**src/hw/rtl/tsfa_pkg.sv**
```systemverilog
// Shared constants and types for the temperature sample filter, scaler and alarm block.
package tsfa_pkg;

	localparam int SampleBitsDef = 16;
	localparam int CodeW = 16;
	localparam int TenthsW = 10;
	localparam int DigitW = 4;

	localparam logic [CodeW-1:0] AlarmLimitRst = 16'd15000;

	// FIR taps, newest first: 10, 15, 50, 15, 10
	localparam int TapOuter = 10;
	localparam int TapInner = 15;
	localparam int TapMid = 50;

	localparam int SumW = 23;
	localparam int ProdW = 47;
	localparam int RecipW = 24;

	// sum / 100 = (sum * FirRecip) >> FirShift, exact for sum < 2^30 / 76
	localparam logic [RecipW-1:0] FirRecip = 24'd10737419;
	localparam int FirShift = 30;

	// tenths = (50 v + 3124962) / 12500, reciprocal exact for n < 2^37 / 9028
	localparam int TempScale = 50;
	localparam int TempOffset = 3124962;
	localparam logic [RecipW-1:0] TempRecip = 24'd10995117;
	localparam int TempShift = 37;

	// decimal split of tenths below 1000
	localparam int HundRecip = 41;
	localparam int HundShift = 12;
	localparam int TensRecip = 205;
	localparam int TensShift = 11;

	localparam int QDepth = 4;

	typedef struct packed {
		logic             valid;
		logic [CodeW-1:0] code;
	} q_entry_t;

endpackage

```
**src/hw/rtl/tsfa_queue.sv**
```systemverilog
// Small FIFO of filtered codes between the front end and the scaling pipeline.
module tsfa_queue (
	input  logic               clk,
	input  logic               arst_n,
	input  tsfa_pkg::q_entry_t push,
	input  logic               pop,
	output tsfa_pkg::q_entry_t head,
	output logic               full
);

	localparam int Depth = tsfa_pkg::QDepth;
	localparam int PtrW = $clog2(Depth);
	localparam int CntW = $clog2(Depth + 1);

	logic [tsfa_pkg::CodeW-1:0] mem [Depth];
	logic [PtrW-1:0] wr_ptr_q, rd_ptr_q;
	logic [CntW-1:0] cnt_q;
	logic do_push, do_pop;

	assign full = (cnt_q == CntW'(Depth));
	assign head.valid = (cnt_q != '0);
	assign head.code = mem[rd_ptr_q];
	assign do_push = push.valid && !full;
	assign do_pop = pop && head.valid;

	always_ff @(posedge clk) begin
		if (do_push) mem[wr_ptr_q] <= push.code;
	end

	always_ff @(posedge clk or negedge arst_n) begin
		if (!arst_n) begin
			wr_ptr_q <= '0;
			rd_ptr_q <= '0;
			cnt_q <= '0;
		end else begin
			if (do_push) wr_ptr_q <= (wr_ptr_q == PtrW'(Depth - 1)) ? '0 : wr_ptr_q + 1'b1;
			if (do_pop) rd_ptr_q <= (rd_ptr_q == PtrW'(Depth - 1)) ? '0 : rd_ptr_q + 1'b1;
			if (do_push && !do_pop) cnt_q <= cnt_q + 1'b1;
			else if (!do_push && do_pop) cnt_q <= cnt_q - 1'b1;
		end
	end

endmodule

```
**config.mk**
```make
export PLATFORM = sky130hd
export DESIGN_NAME = tsfa_queue
export DESIGN_NICKNAME = d
export VERILOG_FILES = /design/src/hw/rtl/tsfa_pkg.sv /design/src/hw/rtl/tsfa_queue.sv
export SDC_FILE = /design/constraint.sdc
export NUM_CORES = 1
export LEC_CHECK = 0
export ABC_AREA = 1
export BUFFER_PORTS_ARGS = -buffer_cell sky130_fd_sc_hd__buf_2
export CORE_MARGIN = 8
export CORE_UTILIZATION = 35
export DETAILED_ROUTE_END_ITERATION = 16
export PLACE_DENSITY = 0.56
export SLEW_MARGIN = 20
export SYNTH_ARGS = -nofsm -noshare
export SYNTH_HDL_FRONTEND = slang
export SYNTH_SLANG_ARGS = --single-unit
```
**constraint.sdc**
```tcl
create_clock -name clk -period 3.75 [get_ports clk]
set_input_delay 0.75 -clock clk [delete_from_list [all_inputs] [get_ports clk]]
set_output_delay 0.75 -clock clk [all_outputs]
set_load 0.02 [all_outputs]
```
; Word level (Yosys, flattened, before mapping)
; Memory sizes are Yosys's and may differ from the RTL's.
; Index checks and enable logic that the tools add are counted.
[classes]
add_sub_neg = 4
multipliers = 0
div_mod_pow = 0
order_cmp = 0
eq_ne = 3
shifts = 0
mux = 6
n_bitwise = 0
n_reduce_logical = 9
[op_table]
columns = cell, count
row1 = $mux 3, 2
row2 = $add 2x1->2 const B, 2
row3 = $eq 2x2->1 const B, 2
row4 = $logic_and 1x1->1, 4
row5 = $mux 2, 2
row6 = $add 3x1->3 const B, 1
row7 = $eq 3x3->1 const B, 1
row8 = $logic_not 1->1, 3
row9 = $reduce_bool 3->1, 1
row10 = $sub 3x1->3 const B, 1
row11 = $mux 1, 2
row12 = $reduce_bool 2->1, 1
[totals]
reg_bits = 7
latchBits = 0
ramBits = 64
rom_bits = 0
mem_count = 1
[mem_list]
columns = memory, depth, width, read_ports, rd_clocked_by_memory_dff, write_ports, line_no
row1 = mem, 4, 16, 1, 0, 1, tsfa_queue.sv:15  ; logic [tsfa_pkg::CodeW-1:0] mem [Depth];

; Longest topological paths before layout
[depth]
word_depth = 7
ltp_mapped = 12
ltp_nobuf = 12

; Worst setup path after synthesis
; OpenSTA, ideal clock, no wires.
[synth_timing]
path_kind = input to register
from = input push[16] (netlist bit)
to = memory mem[0][0] (netlist bit) (enable)
setup_time_ps = 389
t_arrival_ps = 1549
path_slack_ps = 1812
path_stages = 2
cell_sequence = nand2_2 -> nor2_1
[synth_via]
elab_chain_cells = 3
[synth_lines]
columns = element, line_no
row1 = "start, declared", tsfa_queue.sv:5  ; input tsfa_pkg::q_entry_t push,
row2 = $logic_and 1x1->1, tsfa_queue.sv:23  ; assign do_push = push.valid && !full;
row3 = $mux 1, tsfa_queue.sv:27  ; if (do_push) mem[wr_ptr_q] <= push.code;
row4 = $mux 1 (implied by the code), tsfa_queue.sv:27
row5 = "end, declared", tsfa_queue.sv:15
; Every way passes these cells.

==> metrics.txt <==
status completed; Yosys reg bits 71; Setup Fix Bufs, Post-CTS 0; Post-Place Setup Slack 1470 ps; main area contributors after synthesis edfxtp_1, o211ai_2, dfrtp_1; vias in the first global route approximately 1900; setup slack on the worst flop-to-flop path approximately 1700 ps; Crit path required time approximately 3000 ps; Die Span Y 112 um; leakage 1.54 nW; Placer Congestion 0.759; Max Clock Freq a little under 0.4 GHz; crit path time final 2600 ps; layout cells sized above 1 39.4%; die area roughly 13000 um^2; vias per inst approximately 4.5; Fin. Hold Viols 0; hold_ws 232 ps; Register Area ~2100 um^2; cell with the most instances after synthesis edfxtp_1; CP startpoint kind register; RSZ-0062 raised after global routing no; IO Pins 38; final net count between 300 and 400; drt first pass iters 4; fill count just under 900; synth cell count leaders edfxtp_1, inv_1, nand2_1; Final HPWL DP roughly 3800 um; Worst-Margin Slew 1030 ps; TritonCTS clock tree done; Iter 0 DRT Violations 48; post-synthesis cell type count 22; Worst Setup End Kind output port; total power between 3 and 4 mW; post-route clock period utilization 69.2%; PwrDens a little over 800 nW/um^2; worst hold path type in2async; largest net degree at the start of global routing 44; initial core utilization between 30% and 40%; Post-synth EDFFs 64; number of max-slew violations in the final report 0; # hold bufs at CTS 0; Worst EP arrival roughly 1900 ps; dpl cell area around 3500 um^2; Post-Synthesis Net Count ~270; cell area after layout about 3700 um^2; first-pass GRT wire length between 9000 and 10000 um; num rows 35; Area Overhead vs Synth 14.8%; setup TNS 0 ps; GRT overflow 0; Max Cap Violations 0; GRT Overall Usage 9.97%; kind of critical path reg2out; total number of vias around 1800; # diodes 0; CTS max path bufs 2; Synth Area per Inst 13.2 um^2; root buffer cell clkbuf_8; sequential area share after synthesis approximately two thirds; IO buf count 37; Core Area roughly 9000 um^2; number of setup violations in the final report 0; Netlist Area Pre-Place 3240 um^2; Peak VDD IR slightly below 0.5 mV; ys flop type edfxtp_1; Multi-input gate area between 800 and 900 um^2; initial antenna violation count 0; r2r worst-path depth 4; clock skew ~4.7 ps; clock latency on the worst-skew pair approximately 340 ps; Yosys top cell by area edfxtp_1; Num CTS Buffers 9; Sink Count between 70 and 80; asr flop ratio synth 9.86%; PnR worst setup slack between 1000 and 1500 ps; drt drc 0; H-tree depth 3; Mapped Cells 246; Die Wd 112 um; drt wl/cell around 14 um; top cell type's share of synthesized area about 60%; Syn. warnings 0; Slew Limit Headroom slightly above 30%; number of gates resized after cts 0; clock transition at the registers of the reported paths 70 ps; Routed WL about 5800 um; maximum fanout along the worst path 43; number of routed nets with antenna violations 0
power by group:
part	internal (mW)	leakage, nW	switching (mW)
clock network	0.437	0.117	0.281
logic	0.402	0.751	0.746
registers	1.05	0.670	0.136
final cells by class:
class,count,area share [%]
Tap cell,111,3.73
Clock inverter,7,2.99
Multi-Input combinational cell,118,22.7
Timing Repair Buffer,40,5.92
Inverter,47,4.88
Clock buffer,9,3.33
Sequential cell,71,56.4
cells in the final DEF, fill, tap and decap left out:
| master | n |
|---|---|
| edfxtp_1 | 64 |
| inv_1 | 42 |
| nand2_1 | 37 |
| buf_2 | 37 |
| nand2_2 | 26 |
| o211ai_2 | 23 |
| o211ai_1 | 9 |
| clkbuf_8 | 9 |
| nand3_1 | 6 |
| ha_1 | 6 |
| dfrtp_1 | 6 |
| inv_2 | 4 |
| nor2_2 | 4 |
| bufinv_16 | 3 |
| nor2_1 | 2 |
| clkinv_2 | 2 |
| buf_4 | 2 |
| clkinv_4 | 1 |
| nand3_2 | 1 |
| o21ai_0 | 1 |
| xnor2_1 | 1 |
| nand4_1 | 1 |
| fa_1 | 1 |
| clkinvlp_4 | 1 |
| clkinv_1 | 1 |
| buf_12 | 1 |
| dfrtp_2 | 1 |
sequential cells by signal, summed over array words and instances (netlist names):
register  count
mem          64
cnt_q         3
rd_ptr_q      2
wr_ptr_q      2
path summary, 6_finish.rpt:
kind,to,from
setup / recovery,head[12],rd_ptr_q[0]
hold / removal,cnt_q[1],arst_n
setup reg to reg,mem[0][1],cnt_q[0]
hold reg to reg,cnt_q[2],cnt_q[2]
max in group asynchronous,rd_ptr_q[0],arst_n
min in group clk,cnt_q[2],cnt_q[2]
per-layer routing:
layer  share of wire, %  up-vias  GRT usage [%]
li1                   -      914              -
met1                 47      861           11.8
met2                 47       32           15.9
met3                3.5       11           2.74
met4                2.4        0           6.12
met5                  0        -              0
worst max-delay path, stage by stage, from the launching register on:
cell and delay, ps:
dfrtp_2 740, buf_12 320, nand2_1 90, o211ai_1 110, nand2_2 80, buf_2 160
stage by stage:
| stage | std cells | utilization, % |
|---|---|---|
| after floorplan | 246 | - |
| after global placement | 387 | 38.2 |
| after detailed placement | 387 | 38.2 |
| after CTS | 403 | 40.8 |
| after global routing | 403 | 40.8 |
| final | 403 | 40.8 |
cell families (layout without fill, tap and decap cells):
kind of cell / Yosys count / count (layout) / share of synthesized area [%]
compound gates: 33 / 33 / 11.1
flops: 71 / 71 / 64.7
simple gates: 77 / 77 / 11.4
fa+ha+maj: 7 / 7 / 2.94
buf+inv: 57 / 103 / 9.50
xor+xnor: 1 / 1 / 0.270
Power figures use the tool's default switching activity.
