`src/hw/rtl/tsfa_pkg.sv`:
```
// Shared constants and types for the temperature sample filter, scaler and alarm block.
package tsfa_pkg;

	localparam int SampleBitsDef = 16;
	localparam int CodeW = 16;
	localparam int TenthsW = 10;
	localparam int DigitW = 4;

	localparam logic [CodeW-1:0] AlarmLimitRst = 16'd15000;

	// FIR taps, newest first: 10, 15, 50, 15, 10
	localparam int TapOuter = 10;
	localparam int TapInner = 15;
	localparam int TapMid = 50;

	localparam int SumW = 23;
	localparam int ProdW = 47;
	localparam int RecipW = 24;

	// sum / 100 = (sum * FirRecip) >> FirShift, exact for sum < 2^30 / 76
	localparam logic [RecipW-1:0] FirRecip = 24'd10737419;
	localparam int FirShift = 30;

	// tenths = (50 v + 3124962) / 12500, reciprocal exact for n < 2^37 / 9028
	localparam int TempScale = 50;
	localparam int TempOffset = 3124962;
	localparam logic [RecipW-1:0] TempRecip = 24'd10995117;
	localparam int TempShift = 37;

	// decimal split of tenths below 1000
	localparam int HundRecip = 41;
	localparam int HundShift = 12;
	localparam int TensRecip = 205;
	localparam int TensShift = 11;

	localparam int QDepth = 4;

	typedef struct packed {
		logic             valid;
		logic [CodeW-1:0] code;
	} q_entry_t;

endpackage

```
`src/hw/rtl/tsfa_if.sv`:
```


interface tsfa_out_if;
	logic                          valid;
	logic                          ready;
	logic [tsfa_pkg::CodeW-1:0]    filtered_code;
	logic [tsfa_pkg::TenthsW-1:0]  temp_tenths;
	logic [tsfa_pkg::DigitW-1:0]   digit_hundreds;
	logic [tsfa_pkg::DigitW-1:0]   digit_tens;
	logic [tsfa_pkg::DigitW-1:0]   digit_units;
	logic                          high_temp;

	modport source(output valid, filtered_code, temp_tenths, digit_hundreds, digit_tens,
		digit_units, high_temp, input ready);
	modport sink(input valid, filtered_code, temp_tenths, digit_hundreds, digit_tens,
		digit_units, high_temp, output ready);
endinterface

interface tsfa_cfg_if;
	logic                        valid;
	logic                        ready;
	logic [tsfa_pkg::CodeW-1:0]  data;

	modport source(output valid, data, input ready);
	modport sink(input valid, data, output ready);
endinterface

```
`src/hw/rtl/tsfa_back.sv`:
```
// Back end: tenths scaling, alarm compare, decimal split and output register.
module tsfa_back (
	input  logic               clk,
	input  logic               arst_n,
	input  tsfa_pkg::q_entry_t head,
	output logic               pop,
	tsfa_cfg_if.sink           cfg,
	tsfa_out_if.source         res
);

	localparam int CW = tsfa_pkg::CodeW;
	localparam int TW = tsfa_pkg::TenthsW;
	localparam int DW = tsfa_pkg::DigitW;

	logic [CW-1:0] limit_q;
	logic vld_s1, vld_s2;
	logic adv_s1, adv_s2;
	logic [CW-1:0] code_s1;
	logic hi_s1;
	logic [tsfa_pkg::ProdW-1:0] prod_s1;
	logic [tsfa_pkg::SumW-1:0] n;
	logic [tsfa_pkg::ProdW-1:0] prod;

	logic [TW-1:0] tenths;
	logic [15:0] hund_p;
	logic [DW-1:0] hund;
	logic [6:0] rem;
	logic [14:0] tens_p;
	logic [DW-1:0] tens;
	logic [DW-1:0] units;

	logic [CW-1:0] code_s2;
	logic [TW-1:0] tenths_s2;
	logic [DW-1:0] hund_s2, tens_s2, units_s2;
	logic hi_s2;

	assign cfg.ready = 1'b1;

	assign adv_s2 = !vld_s2 || res.ready;
	assign adv_s1 = !vld_s1 || adv_s2;
	assign pop = adv_s1 && head.valid;

	always_comb begin
		n = tsfa_pkg::SumW'(tsfa_pkg::TempScale) * tsfa_pkg::SumW'(head.code)
			+ tsfa_pkg::SumW'(tsfa_pkg::TempOffset);
		prod = tsfa_pkg::ProdW'(n) * tsfa_pkg::ProdW'(tsfa_pkg::TempRecip);
	end

	always_comb begin
		tenths = prod_s1[tsfa_pkg::TempShift +: TW];
		hund_p = 16'(tenths) * 16'(tsfa_pkg::HundRecip);
		hund = DW'(hund_p >> tsfa_pkg::HundShift);
		rem = 7'(tenths - TW'(hund) * TW'(100));
		tens_p = 15'(rem) * 15'(tsfa_pkg::TensRecip);
		tens = DW'(tens_p >> tsfa_pkg::TensShift);
		units = DW'(rem - 7'(tens) * 7'(10));
	end

	always_ff @(posedge clk or negedge arst_n) begin
		if (!arst_n) begin
			limit_q <= tsfa_pkg::AlarmLimitRst;
			vld_s1 <= 1'b0;
			vld_s2 <= 1'b0;
		end else begin
			if (cfg.valid) limit_q <= cfg.data;
			if (adv_s1) vld_s1 <= head.valid;
			if (adv_s2) vld_s2 <= vld_s1;
		end
	end

	always_ff @(posedge clk) begin
		if (adv_s1 && head.valid) begin
			code_s1 <= head.code;
			prod_s1 <= prod;
			hi_s1 <= (head.code > limit_q);
		end
		if (adv_s2 && vld_s1) begin
			code_s2 <= code_s1;
			tenths_s2 <= tenths;
			hund_s2 <= hund;
			tens_s2 <= tens;
			units_s2 <= units;
			hi_s2 <= hi_s1;
		end
	end

	assign res.valid = vld_s2;
	assign res.filtered_code = code_s2;
	assign res.temp_tenths = tenths_s2;
	assign res.digit_hundreds = hund_s2;
	assign res.digit_tens = tens_s2;
	assign res.digit_units = units_s2;
	assign res.high_temp = hi_s2;

endmodule

```
`src/flat_wrapper.sv`:
```
// flat-port wrapper written by rule: the top's interface ports become plain ports
module tsfa_back_flat 
  (clk, arst_n, head, pop, cfg_valid, cfg_data, cfg_ready, res_valid, res_filtered_code, res_temp_tenths, res_digit_hundreds, res_digit_tens, res_digit_units, res_high_temp, res_ready);
  tsfa_cfg_if cfg_i ();
  tsfa_out_if res_i ();
  input  logic clk;
  input  logic arst_n;
  input  tsfa_pkg::q_entry_t head;
  output logic pop;
  input wire logic [$bits(cfg_i.valid)-1:0] cfg_valid;
  input wire logic [$bits(cfg_i.data)-1:0] cfg_data;
  output wire logic [$bits(cfg_i.ready)-1:0] cfg_ready;
  output wire logic [$bits(res_i.valid)-1:0] res_valid;
  output wire logic [$bits(res_i.filtered_code)-1:0] res_filtered_code;
  output wire logic [$bits(res_i.temp_tenths)-1:0] res_temp_tenths;
  output wire logic [$bits(res_i.digit_hundreds)-1:0] res_digit_hundreds;
  output wire logic [$bits(res_i.digit_tens)-1:0] res_digit_tens;
  output wire logic [$bits(res_i.digit_units)-1:0] res_digit_units;
  output wire logic [$bits(res_i.high_temp)-1:0] res_high_temp;
  input wire logic [$bits(res_i.ready)-1:0] res_ready;
  assign cfg_i.valid = cfg_valid;
  assign cfg_i.data = cfg_data;
  assign cfg_ready = cfg_i.ready;
  assign res_valid = res_i.valid;
  assign res_filtered_code = res_i.filtered_code;
  assign res_temp_tenths = res_i.temp_tenths;
  assign res_digit_hundreds = res_i.digit_hundreds;
  assign res_digit_tens = res_i.digit_tens;
  assign res_digit_units = res_i.digit_units;
  assign res_high_temp = res_i.high_temp;
  assign res_i.ready = res_ready;
  tsfa_back u_core (.clk(clk), .arst_n(arst_n), .head(head), .pop(pop), .cfg(cfg_i), .res(res_i));
endmodule
```
`config.mk`:
```
export PLATFORM = sky130hd
export DESIGN_NAME = tsfa_back_flat
export DESIGN_NICKNAME = d
export VERILOG_FILES = /design/src/hw/rtl/tsfa_pkg.sv /design/src/hw/rtl/tsfa_if.sv /design/src/hw/rtl/tsfa_back.sv /design/src/flat_wrapper.sv
export SDC_FILE = /design/constraint.sdc
export NUM_CORES = 1
export LEC_CHECK = 0
export ABC_AREA = 1
export BUFFER_PORTS_ARGS = -buffer_cell sky130_fd_sc_hd__buf_2
export CORE_UTILIZATION = 50
export DETAILED_ROUTE_END_ITERATION = 6
export PLACE_DENSITY = 0.7
export SYNTH_ARGS = -nofsm -noshare
export SYNTH_HDL_FRONTEND = slang
export SYNTH_SLANG_ARGS = --single-unit
```
`constraint.sdc`:
```
create_clock -name clk -period 8.2 [get_ports clk]
set_input_delay 0.41 -clock clk [delete_from_list [all_inputs] [get_ports clk]]
set_output_delay 0.41 -clock clk [all_outputs]
set_load 0.005 [all_outputs]
```
======== After elaboration in Yosys (flattened, before gate mapping) ========
Cells that the tools add are included.
storage, ports and cells
  bits in registers ....................... 121
  output and inout bits ................... 42
operators by class
  add/subtract/negate cells ............... 3
  multipliers ............................. 6
  order comparisons ....................... 1
  reduce and logical (&&, ||, !) cells .... 6
operators by type and width
  kind                      count
  $mul A23 B24 Y47 const B  1
  $add A22 B22 Y23 const B  1
  $mul A5 B16 Y21 const A   1
  $gt A16 B16 Y1            1
  $mul A10 B6 Y16 const B   1
  $mul A7 B8 Y15 const B    1
  $sub A7 B7 Y7             1
  $mul A4 B5 Y5 const B     1
  $mul A4 B3 Y3 const B     1
  $sub A4 B4 Y4             1
  $logic_and A1 B1 Y1       2
  $logic_not A1 Y1          2
  $logic_or A1 B1 Y1        2

======== Logic depth before layout (Yosys ltp) ========
Gate-level depths: netlist (run 1).
  depth in word-level cells ............... 6
  gate-level depth with buffers ........... 47
  depth with buffers taken out ............ 47

======== Worst setup path before layout (run 1) ========
OpenSTA, ideal clock, no wires.
  kind .................................... input to register
  start point ............................. input head[0] (netlist bit)
  end point ............................... register u_core.prod_s1[42] (netlist bit) (data pin)
  library setup time ...................... 265 ps
  arrival time ............................ 8357 ps
  path slack .............................. -422 ps
  stages on the path ...................... 34
  path buffers ............................ 0
  cells stage by stage .................... inv_1 > ha_1 > inv_1 > ha_1 > ha_1 > inv_1 > fa_1 > xor2_1 > and2_1 > nand3_2 > nand2_2 > and2_4 > nand3_2 > xor2_1 > inv_1 > fa_1 > inv_1 > fa_1 > fa_1 > fa_1 > inv_1 > fa_1 > inv_1 > fa_1 > inv_1 > fa_1 > ha_1 > nand2_1 > nor2_1 > inv_1 > nor4_1 > nand4_1 > o211ai_1 > xor2_1
on the way
  cells in the longest elaborated chain, start to end .. 3
ends and longest elaborated chain
  item                       RTL line           text
  start, declared            flat_wrapper.sv:8  input tsfa_pkg::q_entry_t head;
  $mul A5 B16 Y21            tsfa_back.sv:44    n = tsfa_pkg::SumW'(tsfa_pkg::TempScale) * tsfa_pkg::SumW'(head.code)
  $add A22 B22 Y23           tsfa_back.sv:45    + tsfa_pkg::SumW'(tsfa_pkg::TempOffset);
  $mul A23 B24 Y47           tsfa_back.sv:46    prod = tsfa_pkg::ProdW'(n) * tsfa_pkg::ProdW'(tsfa_pkg::TempRecip);
  net u_core.prod (one bit)  tsfa_back.sv:22    logic [tsfa_pkg::ProdW-1:0] prod;
  end signal, assigned       tsfa_back.sv:74    prod_s1 <= prod;
  end, declared              tsfa_back.sv:20    logic [tsfa_pkg::ProdW-1:0] prod_s1;
The timed path passes the listed nets, and every way through them passes these cells.
A chain may end at the register's enable or synchronous reset.

======== Worst setup path in the final report (run 1) ========
  start point ............................. register u_core.prod_s1[43] (netlist bit)
  end point ............................... register u_core.units_s2[3] (netlist: u_core.res.digit_units[3]) (data pin)
on the way
  cells in the longest elaborated chain, start to end .. 6
ends and longest elaborated chain
  item                   RTL line         text
  $mul A10 B6 Y16        tsfa_back.sv:51  hund_p = 16'(tenths) * 16'(tsfa_pkg::HundRecip);
  net u_core.hund_p[15]  tsfa_back.sv:25  logic [15:0] hund_p;
  $mul A4 B5 Y5          tsfa_back.sv:53  rem = 7'(tenths - TW'(hund) * TW'(100));
  $sub A7 B7 Y7          tsfa_back.sv:53
  $mul A7 B8 Y15         tsfa_back.sv:54  tens_p = 15'(rem) * 15'(tsfa_pkg::TensRecip);
  net u_core.tens_p[11]  tsfa_back.sv:28  logic [14:0] tens_p;
  $mul A4 B3 Y3          tsfa_back.sv:56  units = DW'(rem - 7'(tens) * 7'(10));
  $sub A4 B4 Y4          tsfa_back.sv:56
  net u_core.units[3]    tsfa_back.sv:30  logic [DW-1:0] units;
  end signal, assigned   tsfa_back.sv:82  units_s2 <= units;
  end, declared          tsfa_back.sv:34  logic [DW-1:0] hund_s2, tens_s2, units_s2;
The timed path passes the listed nets, and every way through them passes these cells.

==> out/results.txt, run 1 <==
The flow ran to the end, but the final reports show violations. The checks that failed: negative setup slack. TritonCTS built the clock tree. For the number of antenna violations at the first check in global routing, the log shows 0. Setup repair after global routing could not meet its margin everywhere.

The dominant register cell in the synthesized netlist is sky130_fd_sc_hd__edfxtp_1. The global-route wire length before repair is 73,200 um, and the number of register bits inferred by synthesis is 83. Summed over all nets, the half-perimeter wirelength after detailed placement is 38,900 um.

After detailed routing, the total wire length is 50,400 um. For the setup TNS, the log shows -25.3 ps. The smallest clock period supported by the final layout is computed as 8230 ps.

The die covers 34,700 um^2. Antenna diode instance count: 0. The DRC violation total after the first TritonRoute iteration is 691. The x dimension of the die came out at 186 um. In the global route stage, overall resource usage came out at 26.7%. After floorplanning, the core was divided into 67 placement rows. The cell at the root of the clock tree is sky130_fd_sc_hd__clkbuf_16. The kind of end point of the critical path was a flop.

Dividing the final minimum period by the clock period gives 100%. At the worst endpoint, the required time is 8320 ps. For the worst-skew pair, the clock arrives at the later sink with an insertion delay of 370 ps. The most numerous cell type found on the critical path is sky130_fd_sc_hd__inv_2. The final net count was 2,889; the residual overflow from global routing was 0. At the pin with the least slew margin, the transition time is 648 ps.

The run gives 1 as the setup-violating endpoint count in the final report. The path class of the tightest hold or removal check is in2reg. Clock transition at the registers of the reported paths: 70 ps.

Measured against its own limit, the worst slew margin works out to 56.7%. Buffers inserted during clock tree synthesis total 9. The share of layout cells above drive strength 1 works out to 36.1%. Port buffering added 77 buffers. STA classifies the critical path startpoint as a flop.

Synthesis handed over a netlist of 1,878 instances. In the routed design, unresolved DRC markers number 0. The logs give 0.984 for the weighted congestion reported at the end of routability-driven placement and 50.8% for the initial core utilization. The number of nets in the synthesized netlist is 2,519.

The final worst-path setup slack was -25.3 ps; the data arrival at the endpoint of the critical path was 8340 ps. In this run the number of H-tree levels came out at 3. The tools report the floorplan core area as 33,400 um^2. By area the synthesized netlist is led by sky130_fd_sc_hd__ha_1, sky130_fd_sc_hd__fa_1, sky130_fd_sc_hd__edfxtp_1. The synthesized area divided by synthesized cell count is 9.04 um^2. The run gives 14.7k as the number of global-route vias before repair. The run gives 2 as the maximum number of buffers from clock root to sink. The detail route stage leaves a number of antenna-violating nets equal to 0. The area fraction of the dominant cell type after synthesis came out at 28.3%.

The unique cell type count in the Yosys netlist is 47. Dividing the detail-routed wire length by the instance count gives 18.7 um. The cell area that synthesis handed to floorplanning was 17,000 um^2.

The area growth from synthesis to layout came out at 35.1%. Dividing the detail-routed via count by the number of cells gives 5.24. Entering global routing, the biggest net connects 39 pins.

Largest area contributor in the synthesized netlist: sky130_fd_sc_hd__ha_1. Of all flip-flops after synthesis, the portion carrying an async set or reset was 21.7%. The critical path is of the reg2reg type.

On the final layout, the worst clock skew is 11.3 ps. The routed layout has 14.1k vias. For this design, the slowest cell found on the critical path is sky130_fd_sc_hd__fa_1. The highest clock rate came out at 122 MHz.

The first detailed-routing pass took 5 iterations. Clock tree synthesis found a total of 83 sinks. The tool flagged a number of max-cap violations equal to 0.

The critical path's largest stage delay works out to 510 ps. For the sequential cell area fraction in the yosys report, the log shows 14.2%. From bottom edge to top edge, the die measures 186 um. The hold violation count in the final report was 0; the number of pins exceeding their max-slew limit in the final report was 0. During synthesis, Yosys emitted a total of 0 warnings. The number of flops mapped to enable cells by yosys works out to 65. The number of placed I/O pins was 79; the worst-path maximum fanout was 3.
## worst max-delay path, delay by kind of cell, from the launching register on
family / cells / cell delay (ps)
AND/OR/NAND/NOR: 10 / 610
XOR/XNOR: 6 / 1150
AO/OA/AOI/OAI: 6 / 940
buffers and inverters: 9 / 480
adder cells (fa/ha/maj): 13 / 4280
flip-flops: 1 / 490
## routing by layer
metal  vias to the layer above  share of wire, %  GRT usage (%)
met4                         0               3.9           8.07
li1                       6621                 -              -
met2                       452                52           47.9
met3                       145               4.7           3.59
met1                      6928                40           33.3
met5                         -                 0              0
## stage by stage
step | instance area, um^2 | std cells | utilization [%] | hold slack [ps] | worst slack [ps]
after global routing | 23000 | 2701 | 68.6 | 271 | -393
after floorplan | 17100 | 1878 | - | 114 | -10.8
after global placement | 19800 | 2630 | 59.3 | 370 | -691
final | 23000 | 2701 | 68.6 | 258 | -25.3
after detailed placement | 19800 | 2630 | 59.3 | 375 | -787
after CTS | 21000 | 2663 | 62.8 | 257 | 0.226
## state kept, by name, summed over array words and instances (netlist names)
register and flops:
u_core.res.digit_hundreds 4, u_core.vld_s1 1, u_core.prod_s1 10, u_core.res.temp_tenths 9, u_core.limit_q 16, u_core.res.filtered_code 16
u_core.res.high_temp 1, u_core.code_s1 16, u_core.hi_s1 1, u_core.res.valid 1, u_core.res.digit_units 4, u_core.res.digit_tens 4
## path summary, 6_finish.rpt
| path | start | endpoint | slack, ps | depth (start not counted) |
|---|---|---|---|---|
| max | u_core.prod_s1[43] | u_core.res.digit_units[3] | -30 | 44 |
| min in group asynchronous | arst_n | u_core.res.valid | 530 | 2 |
| min reg2reg | u_core.code_s1[5] | u_core.res.filtered_code[5] | 410 | 0 |
| max in group asynchronous | arst_n | u_core.limit_q[11] | 7330 | 2 |
| min | cfg_data[14] | u_core.limit_q[14] | 260 | 3 |
| max reg2reg | u_core.prod_s1[43] | u_core.res.digit_units[3] | -30 | 44 |
## cell families (layout without fill, tap and decap cells)
family | count (synthesis) | in the layout | share of synthesized area (%)
AND/OR/NAND/NOR | 433 | 433 | 11.3
flip-flops | 83 | 83 | 14.2
AO/OA/AOI/OAI | 175 | 175 | 5.81
adder cells (fa/ha/maj) | 604 | 604 | 54.2
multiplexers | 1 | 1 | 0.0663
buffers and inverters | 534 | 909 | 11.8
XOR/XNOR | 47 | 47 | 2.56
other | 1 | 1 | 0.0221
## cells in the final DEF, fill, tap and decap left out, drive strengths merged, types with 2 or more instances in the layout
| cell | instances |
|---|---|
| nor4 | 5 |
| nor3 | 7 |
| xnor2 | 15 |
| nor2 | 93 |
| nand3b | 4 |
| clkinv | 3 |
| a21boi | 3 |
| o21ai | 54 |
| buf | 362 |
| a21o | 8 |
| ha | 384 |
| or2 | 5 |
| o221ai | 4 |
| o211ai | 5 |
| a31oi | 10 |
| fa | 220 |
| inv | 529 |
| and2 | 5 |
| dfrtp | 11 |
| clkinvlp | 3 |
| a21oi | 76 |
| clkbuf | 10 |
| dfstp | 7 |
| edfxtp | 65 |
| nand2 | 247 |
| o21a | 6 |
| and3 | 2 |
| xor2 | 32 |
| a211oi | 6 |
| nand4 | 16 |
| nand3 | 47 |
## cells in the mapped netlist (6+ instances only)
| master | instances |
|---|---|
| sky130_fd_sc_hd__a21o_1 | 8 |
| sky130_fd_sc_hd__a31oi_1 | 10 |
| sky130_fd_sc_hd__edfxtp_1 | 65 |
| sky130_fd_sc_hd__a211oi_1 | 6 |
| sky130_fd_sc_hd__xor2_1 | 31 |
| sky130_fd_sc_hd__nor3_1 | 7 |
| sky130_fd_sc_hd__inv_2 | 10 |
| sky130_fd_sc_hd__nand3_2 | 7 |
| sky130_fd_sc_hd__a21oi_1 | 76 |
| sky130_fd_sc_hd__o21a_1 | 6 |
| sky130_fd_sc_hd__dfrtp_1 | 11 |
| sky130_fd_sc_hd__o21ai_0 | 53 |
| sky130_fd_sc_hd__ha_1 | 384 |
| sky130_fd_sc_hd__inv_1 | 518 |
| sky130_fd_sc_hd__xnor2_1 | 13 |
| sky130_fd_sc_hd__nand2_1 | 233 |
| sky130_fd_sc_hd__nor2_1 | 85 |
| sky130_fd_sc_hd__nand3_1 | 40 |
| sky130_fd_sc_hd__fa_1 | 220 |
| sky130_fd_sc_hd__nand2_2 | 12 |
| sky130_fd_sc_hd__nand4_1 | 16 |
| sky130_fd_sc_hd__dfstp_2 | 7 |
## what timing repair did
| action | CTS | global route |
|---|---|---|
| gates resized for setup | 123 | 383 |
| hold buffers | 1 | 0 |
| buffers inserted | 16 | 39 |
| pin swaps | 72 | 243 |
| hold endpoints to repair | 11 | 0 |
| setup endpoints to repair | 11 | 12 |
## area by class of cell
class,count,area (um^2)
multi-input combinational,1261,14900
fill,2341,10500
tap,448,561
inverter,529,2010
clock inverter,7,96.3
sequential,83,2410
timing repair buffer,364,2710
clock buffer,9,225
Power of run 1 is left out: the tool's default activity adds up to more than one toggle a clock period on the data nets, which glitch-free logic cannot reach.
==> run 2, diff against run 1 <==
--- a/config.mk
+++ b/config.mk
@@ -9,7 +9,7 @@
 export BUFFER_PORTS_ARGS = -buffer_cell sky130_fd_sc_hd__buf_2
 export CORE_UTILIZATION = 50
 export DETAILED_ROUTE_END_ITERATION = 6
-export PLACE_DENSITY = 0.7
+export PLACE_DENSITY = 0.67
 export SYNTH_ARGS = -nofsm -noshare
 export SYNTH_HDL_FRONTEND = slang
 export SYNTH_SLANG_ARGS = --single-unit
==> constraint.sdc (replaced) <==
create_clock -name clk -period 10.3 [get_ports clk]
set_input_delay 0.515 -clock clk [delete_from_list [all_inputs] [get_ports clk]]
set_output_delay 0.515 -clock clk [all_outputs]
set_load 0.005 [all_outputs]
==> run 2 against run 1 <==
The run now ends clean. Clock skew increased by 10 ps. Flip-flop and latch count unchanged. Die area stayed put. Critical path type is now in2reg. Critical endpoint is now u_core.prod_s1[45]. Highest routed layer is now met5.
==> out/results.txt, run 2 (same netlist as run 1, synthesis figures left out) <==
Time the final worst path needs with I/O delays and setup: 9330 ps. The tool flagged a number of max-cap violations equal to 0. For the number of antenna violations at the first check in global routing, the log shows 1.

For the DRC violation count after routing, the log shows 0. Counting the buffers created by CTS gives 9. The worst setup path is launched from an input port. The number of global-route vias before repair was 12.9k; the final routed wirelength across all metal layers was 41,300 um. For the residual overflow from global routing, the log shows 0.

The min-delay analysis places its worst path in the category in2async. In this run the critical register-to-register path is launched from u_core.prod_s1[41]. The timing startpoint of the critical path was head[3]. From synthesis to final layout, the design area changed by 7.53%.

The post-cts resize count was 0; the setup TNS was 0 ps. The final antenna-violating net count came out at 0. The normalized max-slew margin was 41.8%. Final worst-path setup slack: 971 ps. The number of placed I/O pins was 79. Share of layout cells above drive strength 1: 8.01%. The critical-path cell with the highest stage delay is sky130_fd_sc_hd__fa_1. The tools report the total number of vias as 12.4k.

The first-pass detailed-route iteration total was 5; the floorplan core area was 33,400 um^2. The run gives 34,700 um^2 as the overall die area. The data arrival at the endpoint of the critical path was 9450 ps; the via density per instance was 5.12.

The worst setup path is of the in2reg kind. CTS placed an instance of sky130_fd_sc_hd__clkbuf_16 at the clock tree root. The tools report the antenna diode instance count as 0.

The library cells used most frequently in the layout, excluding fill and tap cells, are sky130_fd_sc_hd__inv_1, sky130_fd_sc_hd__ha_1, sky130_fd_sc_hd__nand2_1. The filler cells instantiated in the layout total 3,090. Setup repair after global routing left no endpoint under its margin. Timing analysis after detailed placement gives a worst setup slack of 601 ps. The quantity of I/O buffers inserted on ports is 77. Along the worst path, the maximum fanout reaches 6. The maximum number of pins on one net before global-route repair was 39. Leaving out fill and tap cells, the most frequent cell in the layout is sky130_fd_sc_hd__inv_1. The run finished with clean final reports. The hold violation count in the final report was 0.

Setup violations remaining at the end of the flow were counted as 0. The routed wire length per instance is 17.1 um. On the worst path, the slowest cell contributes a delay of 560 ps. The first global-routing pass estimated 66,600 um of wire. The number of rows in the core area was 67; the overall die height was 186 um. STA classifies the critical path endpoint as a flop.

The most numerous cell type found on the critical path is sky130_fd_sc_hd__inv_1. The number of pins exceeding their max-slew limit in the final report came out at 0. The number of setup buffers added after CTS is 0. The congestion estimate from routability-driven global placement came to 0.989.

TritonCTS built the clock tree. Global routing used 24.7% of the available tracks. The run gives 3 as the maximum level of the CTS H-tree.

Between clock sinks in the finished design, the worst skew comes to 21.6 ps. The DRC violation total after the first TritonRoute iteration came out at 639. After clock tree synthesis, the clock-pin slew on the worst setup and hold paths is 80 ps.

CTS saw 83 sinks. The transition at the pin with the smallest max-transition slack works out to 872 ps. The clock reaches the later pin of the worst-skew pair after 370 ps. The final net count was 2,609. The highest clock rate is 107 MHz, and the count of hold buffers inserted by post-cts repair is 0. For the worst setup path, the data required time is 10,420 ps. The initial utilization of the core area, before any placement, comes to 50.8%. Detailed placement finished with a half-perimeter wire length of 37,300 um.

The x dimension of the die works out to 186 um. Final cycle utilization of the critical path: 90.6%. The tools report the maximum number of buffers from clock root to sink as 2.
==> run 2: changes by cell type in the layout (fill, tap and decap cells not counted), moves of 29 or more <==
cell,previous run,this run
sky130_fd_sc_hd__nand2_2,56,12
sky130_fd_sc_hd__buf_4,271,7
sky130_fd_sc_hd__nor2_1,56,85
sky130_fd_sc_hd__ha_4,98,0
sky130_fd_sc_hd__nand2_1,162,233
sky130_fd_sc_hd__ha_1,278,384
sky130_fd_sc_hd__inv_1,446,518
sky130_fd_sc_hd__inv_2,74,10
==> run 2: final cells by class <==
class | count | area [um^2] | area share [%]
Timing Repair Buffer | 84 | 438 | 2.40
Sequential cell | 83 | 2410 | 13.2
Inverter | 529 | 1990 | 10.9
Clock buffer | 9 | 225 | 1.23
Multi-Input combinational cell | 1261 | 12600 | 68.8
Clock inverter | 7 | 70.1 | 0.384
Tap cell | 448 | 561 | 3.07
==> run 2: routing by layer <==
layer / vias to the layer above / GRT usage [%] / part of all wire (%)
met2: 326 / 41.7 / 48
met3: 62 / 4.18 / 5.8
met5: - / 0 / 0.031
met1: 5941 / 32.0 / 42
met4: 2 / 8.74 / 3.3
li1: 6072 / - / -
==> run 2: through the flow <==
stage	util (%)	cell area, um^2	cells	hold slack, ps
2_1_floorplan	-	17000	1878	219
3_3_place_gp	53.7	18000	2405	400
3_5_place_dp	53.7	18000	2405	407
4_1_cts	54.6	18300	2421	87.0
5_1_grt	54.6	18300	2421	120
6_report	54.6	18300	2421	91.4
==> run 2: path summary, 6_finish.rpt <==
check	to	slack, ps	cells after the start
max in group asynchronous	u_core.limit_q[4]	9870	1
max reg2reg	u_core.res.digit_units[3]	1630	43
min	u_core.limit_q[6]	90	1
max	u_core.prod_s1[45]	970	37
min in group clk	u_core.limit_q[13]	370	3
min reg2reg	u_core.res.filtered_code[4]	420	0
==> run 2: critical path: cells and delay by family <==
family	cells	cell delay (ps)
AOI/OAI and AO/OA	2	430
xor gates and xnor gates	3	620
adders and majority gates	12	5430
buffers and inverters	11	1000
and+or+nand+nor	9	1450
Power of run 2 is left out for the same reason.
==> run 3, diff against run 2 <==
==> constraint.sdc (replaced) <==
create_clock -name clk -period 11.46 [get_ports clk]
set_input_delay 0.573 -clock clk [delete_from_list [all_inputs] [get_ports clk]]
set_output_delay 0.573 -clock clk [all_outputs]
set_load 0.005 [all_outputs]
==> run 3 against run 2 <==
Final cell count down 0.12%. Count of clock-buffer cells in the layout up 1. Via count down 0.34%. Largest cell class unchanged. Flip-flop and latch count unchanged. Register-to-register slack better by 1200 ps. Clock skew down 6.1 ps.
==> out/results.txt, run 3 (same netlist as run 1, synthesis figures left out) <==
The run finished with clean final reports. In the final timing run, aggregate negative setup slack is 0 ps. The run gives 0 as the post-cts resize count.

TritonCTS built the clock tree. The largest individual stage delay along the critical path comes from the cell sky130_fd_sc_hd__xor2_1. The tightest min-delay check is of the in2async type. The number of global-route vias before repair was 12.5k. The worst register-to-register path has a depth of 44. In this run the number of cells on the critical path is 38. The routed wire length per instance works out to 17.3 um.

The time the final worst path needs with I/O delays and setup is 9910 ps. For this run, the total global-route usage over all layers was measured as 25.1%. Compared with the post-synthesis result, the final layout area differs by 7.44%. Buffers inserted to repair hold after CTS numbered 0.

The run gives 0 as the antenna diode instance count. Detailed placement finished with a half-perimeter wire length of 37,900 um. Leaving out fill and tap cells, the most frequent cells in the layout are sky130_fd_sc_hd__inv_1, sky130_fd_sc_hd__ha_1, sky130_fd_sc_hd__nand2_1. The maximum number of pins on one net before global-route repair came out at 39. After detailed routing, the number of vias per cell comes to 5.11.

The initial utilization of the core area, before any placement, comes to 50.8%. Data on the critical path arrives at its endpoint at 9980 ps. Setup repair after global routing left no endpoint under its margin. The congestion estimate from routability-driven global placement came to 0.983. The run gives 0 as the hold violation count in the final report. Cell at the root of the clock tree: sky130_fd_sc_hd__clkbuf_16. The final layout contains 2,606 nets. The number of antenna violations at the first check in global routing was 1.

The global-route wire length before repair is 66,900 um. STA classifies the critical path startpoint as an input port. The kind of cell adding the most delay to the critical path is adder cells.

In this run the critical register-to-register path is launched from u_core.prod_s1[41]. The worst setup path is of the in2reg kind. Register-to-register setup slack: 2820 ps.

The critical path's largest stage delay works out to 640 ps. The critical path starts at head[0]. For the final routed wirelength across all metal layers, the log shows 41,900 um.

The residual overflow from global routing is 0, and the total CTS buffers is 9. The DRC violation total after the first TritonRoute iteration was 584; the transition at the pin with the smallest max-transition slack was 845 ps. The final critical path takes up 86.5% of the cycle.

The share of layout cells above drive strength 1 is 7.82%. The first-pass detailed-route iteration total came out at 5. The core region is 33,400 um^2. The overall die height was 186 um. Counting along the longest clock path gives a buffer depth of 2.

The floorplan step defined a die boundary enclosing 34,700 um^2. In this run the remaining antenna-violating nets after routing total 0. Buffers added to address setup during post-CTS repair amount to 0. The number of pins exceeding their max-slew limit in the final report came out at 0. The worst register-to-register path ends at u_core.res.digit_units[3]. For this run, design rule violations remaining after detail routing come to 0. In this run the worst path has a maximum fanout of 11. Setup violations remaining at the end of the flow were counted as 0. The worst setup path is captured at a flop. Among the stages of the critical path, the cell type that occurs most often is sky130_fd_sc_hd__inv_1. The logs give 67 for the number of rows in the core area and 83 for the number of sinks handled by clock tree synthesis. 79 I/O pins were placed. After clock tree synthesis, the clock-pin slew on the worst setup and hold paths is 70 ps.

The quantity of I/O buffers inserted on ports is 77, and the worst clock skew is 15.5 ps. The max-capacitance violation count is 0, and the required time at the endpoint of the critical path is 11,530 ps. The logs give 3,118 for the fill cell instance count of the final layout and 101 MHz for the highest clock rate. Most common cell after layout, fill and taps aside: sky130_fd_sc_hd__inv_1. Count of buffer and inverter cells on the critical path: 9. Later-pin clock latency in the skew report: 360 ps. Destination of the critical timing path: u_core.prod_s1[42]. The worst pin sits at a relative slew slack of 43.5%. The H-tree generated during clock tree synthesis spans 3 levels. The detailed router placed 12.4k vias in this run. Measured along the x axis, the die boundary spans 186 um.
run 3: cell count changes in the layout (fill, tap and decap cells not counted):
cell | before | now
sky130_fd_sc_hd__buf_4 | 7 | 4
sky130_fd_sc_hd__clkinvlp_4 | 1 | 2
sky130_fd_sc_hd__clkbuf_1 | 0 | 1
sky130_fd_sc_hd__inv_6 | 3 | 1
sky130_fd_sc_hd__bufinv_16 | 0 | 1
sky130_fd_sc_hd__clkinv_8 | 1 | 0
run 3: through the flow:
step / hold slack, ps / setup slack (ps) / utilization [%] / cells / cell area, um^2
floorplan: 277 / 2680 / - / 1878 / 17000
global placement: 400 / 1510 / 53.7 / 2402 / 17900
detailed placement: 405 / 1190 / 53.7 / 2402 / 17900
CTS: 156 / 1550 / 54.6 / 2418 / 18200
global route: 175 / 764 / 54.6 / 2418 / 18200
finish: 155 / 1550 / 54.6 / 2418 / 18200
run 3: layout make-up:
class,instances,area (um^2),share of cell area [%]
clock buffers,10,229,1.25
clock inverters,6,73.8,0.405
inverters,529,1990,10.9
multi-input cells,1261,12600,68.9
flip-flops and latches,83,2410,13.2
well taps,448,561,3.07
repair buffers,81,415,2.28
run 3: how the worst min path moves through the flow:
stage / startpoint / end / slack, ps / cells after the start
floorplan: arst_n / u_core.limit_q[0] / 280 / 0
global placement: u_core.code_s1[11] / u_core.res.filtered_code[11] / 400 / 0
detailed placement: u_core.code_s1[3] / u_core.res.filtered_code[3] / 410 / 0
CTS: arst_n / u_core.limit_q[10] / 160 / 1
global route: arst_n / u_core.limit_q[10] / 170 / 1
finish: arst_n / u_core.limit_q[10] / 150 / 1
run 3: worst reg2reg max path, delay by kind of cell (launching register included):
kind	cells	cell delay (ps)
compound gates	7	1090
xor+xnor	6	1150
fa+ha+maj	13	4540
buf+inv	7	430
flops	1	530
simple gates	11	660
run 3: layer usage:
layer  routed length (um)  up-vias  track usage, %
met5                    0        -               0
met4                 1150        0            7.37
met3                 1840       57            3.71
met2                20500      265            42.5
met1                18400     5970            33.2
li1                     -     6069               -
Power of run 3 is left out for the same reason.
